===== config.mk =====
export PLATFORM = sky130hd
export DESIGN_NAME = simd_lane_compare_unit
export DESIGN_NICKNAME = d
export VERILOG_FILES = /design/src/rtl/slc_pkg.sv /design/src/rtl/simd_lane_compare_unit.sv /design/src/rtl/slc_lane.sv /design/src/rtl/slc_merge.sv
export SDC_FILE = /design/constraint.sdc
export NUM_CORES = 1
export LEC_CHECK = 0
export ABC_AREA = 0
export BUFFER_PORTS_ARGS = -buffer_cell sky130_fd_sc_hd__buf_2
export CORE_AREA = 3 3 154 156
export CTS_CLUSTER_DIAMETER = 30
export DETAILED_ROUTE_END_ITERATION = 8
export DIE_AREA = 0 0 157 159
export GPL_ROUTABILITY_DRIVEN = 0
export GPL_TIMING_DRIVEN = 1
export PLACE_DENSITY = 0.89
export SLEW_MARGIN = 30
export SYNTH_ARGS = -nofsm -noshare
export SYNTH_HDL_FRONTEND = slang
export SYNTH_HIERARCHICAL = 1
export SYNTH_SLANG_ARGS = --single-unit

===== constraint.sdc =====
create_clock -name clock -period 6.3 [get_ports clock]
set_clock_uncertainty 0.1 [all_clocks]
set_input_delay 0.63 -clock clock [delete_from_list [all_inputs] [get_ports clock]]
set_output_delay 0.63 -clock clock [all_outputs]
set_load 0.01 [all_outputs]

===== src/rtl/slc_pkg.sv =====
// shared types and codes of the simd lane compare unit
package slc_pkg;

   // compare operations
   localparam logic [1:0] KIND_EQ  = 2'd0;
   localparam logic [1:0] KIND_SGT = 2'd1;
   localparam logic [1:0] KIND_UGT = 2'd2;

   // lane widths
   localparam logic [1:0] SIZE_BYTE = 2'd0;
   localparam logic [1:0] SIZE_HALF = 2'd1;
   localparam logic [1:0] SIZE_WORD = 2'd2;

   // width of one lane slice and number of slices across the vector
   localparam int SLICE_W     = 32;
   localparam int SLICE_COUNT = 4;

   // per-request control shared by all lane slices
   typedef struct packed {
      logic [1:0]        kind;
      logic [1:0]        lane_size;
      logic              use_immediate;
      logic signed [9:0] immediate;
   } slc_ctrl_type;

endpackage


===== src/rtl/simd_lane_compare_unit.sv =====
// top level of the simd lane compare unit
// Compares two 128-bit vectors, or a vector and a 10-bit immediate, in byte
// lanes (low immediate byte), halfword or word lanes (immediate sign-extended).
// A request is taken on every cycle that start is high; busy never rises, so
// one request per cycle is sustained. The result appears on the rsp_ ports
// with rsp_strobe for exactly one cycle, the cycle after the request was
// accepted, from the single result register behind the four 32-bit lane slices.
// The receiver must take it in that cycle, as it cannot hold results off.
module simd_lane_compare_unit (
   input  logic              clock,
   input  logic              reset,
   input  logic              start,
   output logic              busy,
   input  logic [1:0]        req_kind,
   input  logic [1:0]        req_lane_size,
   input  logic              req_use_immediate,
   input  logic [63:0]       req_first_upper,
   input  logic [63:0]       req_first_lower,
   input  logic [63:0]       req_second_upper,
   input  logic [63:0]       req_second_lower,
   input  logic signed [9:0] req_immediate,
   output logic              rsp_strobe,
   output logic [63:0]       rsp_mask_upper,
   output logic [63:0]       rsp_mask_lower
);
   import slc_pkg::*;

   slc_ctrl_type                       ctrl;
   logic [SLICE_COUNT*SLICE_W-1:0]     vec_a;
   logic [SLICE_COUNT*SLICE_W-1:0]     vec_b;
   logic [SLICE_COUNT*SLICE_W-1:0]     slice_mask;
   logic                               fire;

   // the unit never stalls a request
   assign busy = 1'b0;
   assign fire = start & ~busy;

   assign ctrl.kind          = req_kind;
   assign ctrl.lane_size     = req_lane_size;
   assign ctrl.use_immediate = req_use_immediate;
   assign ctrl.immediate     = req_immediate;

   assign vec_a = {req_first_upper, req_first_lower};
   assign vec_b = {req_second_upper, req_second_lower};

   // four lane slices side by side
   for (genvar s = 0; s < SLICE_COUNT; s++) begin : g_slice
      slc_lane u_lane (
         .ctrl  (ctrl),
         .src_a (vec_a[s*SLICE_W +: SLICE_W]),
         .src_b (vec_b[s*SLICE_W +: SLICE_W]),
         .mask  (slice_mask[s*SLICE_W +: SLICE_W])
      );
   end

   // merge and register
   slc_merge u_merge (
      .clock          (clock),
      .reset          (reset),
      .fire           (fire),
      .ctrl           (ctrl),
      .slice_mask     (slice_mask),
      .rsp_strobe     (rsp_strobe),
      .rsp_mask_upper (rsp_mask_upper),
      .rsp_mask_lower (rsp_mask_lower)
   );

endmodule


===== src/rtl/slc_lane.sv =====
// one 32-bit lane slice: byte compares chained into halfword and word results
module slc_lane (
   input  slc_pkg::slc_ctrl_type ctrl,
   input  logic [31:0]           src_a,
   input  logic [31:0]           src_b,
   output logic [31:0]           mask
);
   import slc_pkg::*;

   logic [31:0] imm_rep;
   logic [31:0] opnd_b;
   logic [3:0]  byte_top;
   logic [3:0]  byte_eq;
   logic [3:0]  byte_gt;
   logic        is_signed;

   // immediate broadcast across the slice at the lane width
   always_comb begin
      case (ctrl.lane_size)
         SIZE_BYTE: imm_rep = {4{ctrl.immediate[7:0]}};
         SIZE_HALF: imm_rep = {2{{{6{ctrl.immediate[9]}}, ctrl.immediate}}};
         default:   imm_rep = {{22{ctrl.immediate[9]}}, ctrl.immediate};
      endcase
   end

   assign opnd_b    = ctrl.use_immediate ? imm_rep : src_b;
   assign is_signed = (ctrl.kind == KIND_SGT);

   // which bytes carry the sign bit of their lane
   always_comb begin
      case (ctrl.lane_size)
         SIZE_BYTE: byte_top = 4'b1111;
         SIZE_HALF: byte_top = 4'b1010;
         default:   byte_top = 4'b1000;
      endcase
   end

   // per-byte equal and greater, sign bit flipped on lane tops for signed compares
   always_comb begin
      for (int j = 0; j < 4; j++) begin
         logic [7:0] xa;
         logic [7:0] xb;
         xa = src_a[j*8 +: 8]  ^ {is_signed & byte_top[j], 7'b0};
         xb = opnd_b[j*8 +: 8] ^ {is_signed & byte_top[j], 7'b0};
         byte_eq[j] = (xa == xb);
         byte_gt[j] = (xa > xb);
      end
   end

   // combine bytes into lane hits and expand to the mask
   always_comb begin
      logic [1:0] half_eq;
      logic [1:0] half_gt;
      logic       word_eq;
      logic       word_gt;
      half_eq[0] = byte_eq[1] & byte_eq[0];
      half_eq[1] = byte_eq[3] & byte_eq[2];
      half_gt[0] = byte_gt[1] | (byte_eq[1] & byte_gt[0]);
      half_gt[1] = byte_gt[3] | (byte_eq[3] & byte_gt[2]);
      word_eq    = half_eq[1] & half_eq[0];
      word_gt    = half_gt[1] | (half_eq[1] & half_gt[0]);
      case (ctrl.lane_size)
         SIZE_BYTE: begin
            for (int j = 0; j < 4; j++) begin
               mask[j*8 +: 8] = {8{(ctrl.kind == KIND_EQ) ? byte_eq[j] : byte_gt[j]}};
            end
         end
         SIZE_HALF: begin
            for (int j = 0; j < 2; j++) begin
               mask[j*16 +: 16] = {16{(ctrl.kind == KIND_EQ) ? half_eq[j] : half_gt[j]}};
            end
         end
         default: begin
            mask = {32{(ctrl.kind == KIND_EQ) ? word_eq : word_gt}};
         end
      endcase
   end

endmodule


===== src/rtl/slc_merge.sv =====
// merging stage: gathers slice masks, drops undefined codes, registers the result
module slc_merge (
   input  logic                  clock,
   input  logic                  reset,
   input  logic                  fire,
   input  slc_pkg::slc_ctrl_type ctrl,
   input  logic [slc_pkg::SLICE_COUNT*slc_pkg::SLICE_W-1:0] slice_mask,
   output logic                  rsp_strobe,
   output logic [63:0]           rsp_mask_upper,
   output logic [63:0]           rsp_mask_lower
);
   import slc_pkg::*;

   logic         codes_ok;
   logic [127:0] mask_in;
   logic [127:0] mask_ff;
   logic         strobe_ff;

   // kind 3 or lane size 3 give an all-zero mask
   assign codes_ok = (ctrl.kind == KIND_EQ || ctrl.kind == KIND_SGT || ctrl.kind == KIND_UGT)
                  && (ctrl.lane_size == SIZE_BYTE || ctrl.lane_size == SIZE_HALF
                      || ctrl.lane_size == SIZE_WORD);
   assign mask_in  = codes_ok ? slice_mask : '0;

   // result register
   always_ff @(posedge clock) begin
      if (reset) begin
         strobe_ff <= 1'b0;
      end else begin
         strobe_ff <= fire;
      end
      if (fire) begin
         mask_ff <= mask_in;
      end
   end

   assign rsp_strobe     = strobe_ff;
   assign rsp_mask_upper = mask_ff[127:64];
   assign rsp_mask_lower = mask_ff[63:0];

endmodule

**Word level (Yosys, flattened, before mapping)**

Cells that the tools add are included.

- $lt $le $gt $ge: 16
- Eq/ne operators: 20
- Multiplexer cells: 38
- Bitwise operators: 72
- Reduce and logical (&&, ||, !) cells: 7

Operators with widths:

| cell | count |
|---|---|
| $pmux 32 s2 | 5 |
| $xor 8x8->8 | 32 |
| $eq 8x8->1 | 16 |
| $gt 8x8->1 | 16 |
| $mux 32 | 4 |
| $mux 1 | 28 |
| $and 1x1->1 | 27 |
| $or 1x1->1 | 12 |
| $pmux 3 s2 | 1 |
| $eq 2x1->1 const B | 2 |
| $eq 2x2->1 const B | 2 |
| $logic_not 2->1 | 2 |
| $logic_or 1x1->1 | 4 |
| $and 1x1->1 const B | 1 |
| $logic_and 1x1->1 | 1 |

- Register bits: 129
- Input bits: 274
- Output and inout port bits: 130
- Logic and storage cells: 155

**Depth between registers and ports, before layout**

- Word-level depth: 11
- Depth in mapped cells: 18
- Gate-level depth less buffers: 16

**By module**

The synthesis kept the hierarchy.

By module, submodules not included:

| module | times used | cells an instance | area each (um2) | seq. area each (um2) |
|---|---|---|---|---|
| slc_lane at g_slice[0].u_lane ... | 3 | 230 | 1634.1 | 0.0 |
| slc_merge | 1 | 273 | 4758.3 | 3863.7 |
| slc_lane at g_slice[3].u_lane | 1 | 233 | 1664.1 | 0.0 |
| simd_lane_compare_unit | 1 | 2 | 11.3 | 0.0 |

**Worst setup path after synthesis**

OpenSTA, ideal clock, no wires.

- Path kind: input to register
- Start: in req_lane_size[1]
- End: reg u_merge.mask_ff[113] (data pin)
- Setup time: 131 ps
- Arrival: 3494 ps
- Data required time: 6069 ps
- Path slack: 2575 ps
- Cell stages on the path: 14
- Path buffers: 3
- Cell sequence: buf_2 -> nor2_1 -> clkbuf_1 -> a21o_1 -> o21ai_0 -> ha_1 -> nand4_2 -> or2_4 -> o21ai_2 -> o21ai_1 -> or2_0 -> o31ai_1 -> buf_4 -> and2_1

- Cells in the longest elaborated chain, start to end: 11
- Elaborated cells between the ends (all ways): 40
- Those cells by class: 4 x order compare; 6 x eq/ne; 7 x mux; 19 x bitwise; 4 x reduce/logical

Ends and longest elaborated chain:

| what | line | RTL |
|---|---|---|
| start: declaration | simd_lane_compare_unit.sv:15 | `input logic [1:0] req_lane_size,` |
| $eq 2x1->1 or $logic_not 2->1 (tied branches) | slc_lane.sv:19, slc_lane.sv:31, slc_lane.sv:62 |  |
| $pmux 3 s2 or $pmux 32 s2 (tied branches) | slc_lane.sv:31, slc_lane.sv:19 |  |
| $and 1x1->1 or $mux 32 (tied branches) | slc_lane.sv:43, slc_lane.sv:44, slc_lane.sv:26 |  |
| $xor 8x8->8, on equally long branches | slc_lane.sv:43, slc_lane.sv:44 |  |
| $gt 8x8->1 or $eq 8x8->1 (tied branches) | slc_lane.sv:46, slc_lane.sv:45 |  |
| $and 1x1->1 | slc_lane.sv:58 | `half_gt[0] = byte_gt[1] \| (byte_eq[1] & byte_gt[0]);` |
| $or 1x1->1 | slc_lane.sv:58 |  |
| $and 1x1->1 | slc_lane.sv:61 | `word_gt = half_gt[1] \| (half_eq[1] & half_gt[0]);` |
| $or 1x1->1 | slc_lane.sv:61 |  |
| $mux 1 | slc_lane.sv:74 | `mask = {32{(ctrl.kind == KIND_EQ) ? word_eq : word_gt}};` |
| $pmux 32 s2 (*) | slc_lane.sv:62 | `case (ctrl.lane_size)` |
| named net slice_mask[113] | simd_lane_compare_unit.sv:31 | `logic [SLICE_COUNT*SLICE_W-1:0] slice_mask;` |
| end signal: assignment | slc_merge.sv:33 | `mask_ff <= mask_in;` |
| end: declaration | slc_merge.sv:16 | `logic [127:0] mask_ff;` |

The timed path passes the listed nets; every way through them passes the cells marked *.
A chain may end at the register's enable or synchronous reset.

**Worst setup path in the final report**

- Start: in req_lane_size[1]
- End: reg u_merge.mask_ff[126] (data pin)

- Cells in the longest elaborated chain, start to end: 11
- Elaborated cells between the ends (all ways): 40
- Those cells by class: 4 x order compare; 6 x eq/ne; 7 x mux; 19 x bitwise; 4 x reduce/logical

Ends and longest elaborated chain:

| what | line |
|---|---|
| $eq 2x1->1 or $logic_not 2->1 (tied branches) | - |
| $pmux 3 s2 or $pmux 32 s2 (tied branches) | slc_lane.sv:31, slc_lane.sv:19 |
| $and 1x1->1 or $mux 32 (tied branches) | slc_lane.sv:43, slc_lane.sv:44, slc_lane.sv:26 |
| $xor 8x8->8, on equally long branches | slc_lane.sv:43, slc_lane.sv:44 |
| $gt 8x8->1 or $eq 8x8->1 (tied branches) | slc_lane.sv:46, slc_lane.sv:45 |
| $and 1x1->1 | slc_lane.sv:58 |
| $or 1x1->1 | slc_lane.sv:58 |
| $and 1x1->1 | slc_lane.sv:61 |
| $or 1x1->1 | slc_lane.sv:61 |
| $mux 1 | slc_lane.sv:74 |
| $pmux 32 s2 | slc_lane.sv:62 |

Several ways; a longest one is shown, not always the timed one.

==> impl_metrics.csv <==
group,metric,value,unit
critical_path,cp-start-kind,"primary input",
timing,final_hold_viol_count,0,
critical_path,cp.required,6.48,ns
synthesis,syn_avg_cell_area,9.46,sq um
cells_and_area,final_nets,1869,
clocking,cts_resized,0,
clocking,cts_inserted_buffers,17,
clocking,clock_path_buffers,2,
grt,grt_pass1_vias,10300,
critical_path,worstPathMaxFanout,37,
grt,grt.met2_usage,47.1,%
drt,dr.pass1.iters,5,
timing,rsz0062_at_grt,"false",
grt,met1_usage,32.7,%
grt,track_usage,27.3,%
synthesis,netlist_area,11300,sq um
grt,grt_pass1_wl,53500,microns
grt,met3_usage,4.78,%
timing,finalSetupViolCount,0,
timing,setup_tns,0,ns
drt,viasPerCell,5.82,
cells_and_area,drive_above_1_share,33.3,%
drt,drt_wl_total,35300,microns
floorplanning,die-height,159,microns
timing,maxSlewHeadroom,43.6,%
critical_path,crit_path_cell_trace,"buf_2, nor2_1, a21o_1, o21ai_0, xor2_1, ha_1, nand4_2, or2_4, o21ai_2, o21ai_1, or2_0, o31ai_1, and2_1",
critical_path,end_kind,"register",
synthesis,ys_seq_area_share,34.1,%
clocking,clkSinkCount,129,
grt,grt_max_degree,129,
critical_path,critPathBufInv,1,
placement,dpl.hpwl,27400,microns
power,p_total,2.97,mW
synthesis,synth_warnings,6,
drt,drt_iter0_drc,781,
drt,drtAntennaViolNets,0,
timing,drv_slew,0,
synthesis,synth_nets,1600,
timing,period_needed,4.25,ns
synthesis,synth_cell_types,59,
floorplanning,fp-row-count,55,
timing,timing.hold.ws,0.264,ns
drt,avgRoutedWirePerCell,20.0,microns
floorplanning,die_x,157,microns
clocking,path_clk_slew,0.06,ns
critical_path,crit_arrival,4.43,ns
grt,grt-busiest-layer,"met2",
critical_path,slowest_delay,0.75,ns
floorplanning,io_pins,404,
flow_run,drv_cap,0,
grt,grt-ovfl-total,0,
clocking,cts.hold.buffers_added,0,
critical_path,worst-setup-path-type,"primary input to register",
critical_path,cp_top_family,"simple AND/OR/NAND/NOR gates",
run_status,run_status,"finished, final reports clean",
min_path,hp-class,"primary input to register",
floorplanning,dieArea,25000,sq um
synthesis,ys_ff_latch,129,
clocking,htree_levels,4,
placement,port_buffers,402,
grt,antenna_found_initial,5,
timing,worst_slew_pin_slew,0.837,ns
drt,vias,10300,
power,power_density,223,nW/um^2
floorplanning,fp.coreArea,22500,sq um
cells_and_area,area_growth,17.2,%
synthesis,synth_top_flop_cell,"edfxtp_1",
synthesis,synth-edff-count,128,
clocking,cts_setup_buffers,0,
power,peakVddDrop,0.150,mV
synthesis,async_reset_ff_share,0,%
floorplanning,start_util,50.4,%
power,p_leak,6.09,nW
timing,fin_crit_sh,67.5,%
drt,drc,0,
cells_and_area,finish.utilization,59.0,%
synthesis,syn_inst,1198,
timing,max_freq,0.235,GHz
clocking,cts_tree,"built",
clocking,cts_root_buf,"clkbuf_16",
critical_path,worst_path_max_delay_cell,"nor2_1",
-- placed cells by master (no fill, tap or decap), types with 4 or more instances in the layout --
cell type	netlist	layout
nand2_1	71	71
nand4_2	8	8
nor2b_1	16	16
buf_2	17	400
xnor2_1	12	12
nor2_4	6	6
a21o_1	37	37
inv_8	0	5
edfxtp_1	128	128
mux2_2	4	4
xor2_1	20	20
inv_6	0	5
inv_1	28	28
nor3_1	5	5
o21ai_1	11	12
a21oi_1	115	115
or2_1	4	4
nand2b_1	4	4
diode_2	0	5
ha_1	128	128
clkinvlp_4	0	4
a31oi_1	4	4
nand3_1	9	9
mux2i_1	36	36
clkbuf_16	0	17
a211oi_1	5	5
o21ai_0	111	110
and4_1	4	4
nor2_1	44	44
nand4_1	17	17
and2_1	132	132
a211oi_2	4	4
buf_4	115	7
o211ai_1	23	23
-- report_power, final --
part           internal, mW  leakage (nW)  switching [mW]
clock network         0.523         0.267           0.423
logic                 0.380          4.58           0.542
registers              1.07          1.24          0.0258
-- metrics by stage --
step	worst slack, ns	instances	cell area [sq um]
3_5_place_dp	1.69	1733	12700
6_report	2.05	1770	13300
5_1_grt	1.70	1769	13300
2_1_floorplan	2.57	1198	11300
3_3_place_gp	1.87	1733	12700
4_1_cts	2.08	1765	13300
-- synthesized netlist by cell type, drive strengths merged (3+ instances only) --
cell	instances	share of area (%)
and4	4	0.31
buf	132	8.4
clkbuf	27	1.0
mux2	4	0.40
xor2	20	1.5
nand2	74	2.5
a211o	4	0.32
nor2b	16	0.88
nor2	53	2.2
nand2b	4	0.22
inv	31	1.0
a31oi	7	0.55
o21ai	124	5.5
or2	9	0.52
xnor2	12	0.93
nor3	8	0.49
and2	132	7.3
mux2i	36	3.2
a21o	37	2.5
edfxtp	128	34
o221ai	4	0.47
o211ai	23	1.5
nand3	9	0.40
nand4	28	2.4
a211oi	9	0.77
o311ai	3	0.23
ha	128	14
o22ai	3	0.17
a21oi	115	5.1
-- metal layers --
metal  routed length (microns)  vias to the layer above
met2                     17300                      637
met3                      3070                      127
met4                      1570                        0
met1                     13300                     4761
met5                         0                        -
li1                          -                     4783
-- sequential cells by signal, summed over array words and instances (netlist names) --
| name | count |
|---|---|
| u_merge/mask_ff | 128 |
| u_merge/rsp_strobe | 1 |
-- kinds of logic (layout without fill, tap and decap cells) --
group | after synthesis | after routing | synth area share (%)
AO/OA/AOI/OAI | 340 | 340 | 18.0
AND/OR/NAND/NOR | 337 | 337 | 17.2
buffers and inverters | 191 | 473 | 10.5
flip-flops | 129 | 129 | 34.1
adder cells (fa/ha/maj) | 128 | 128 | 14.1
multiplexers | 40 | 40 | 3.58
XOR/XNOR | 32 | 32 | 2.47
other | 1 | 6 | 0.0331
-- path summary, 6_finish.rpt --
kind        startpoint                   end  slack (ns)  cells past startpoint
max   req_lane_size[1]  u_merge/mask_ff[126]        2.05                     13
min              reset    u_merge/rsp_strobe        0.26                      2
-- area by class of cell --
cell class | instances | area (sq um)
Clock inverter | 15 | 139
Antenna cell | 5 | 12.5
Clock buffer | 17 | 425
Sequential cell | 129 | 3860
Fill cell | 1860 | 9220
Tap cell | 285 | 357
Timing Repair Buffer | 409 | 2080
Multi-Input combinational cell | 878 | 6290
Inverter | 32 | 120
Note: power is estimated with default switching activity, not from simulation.
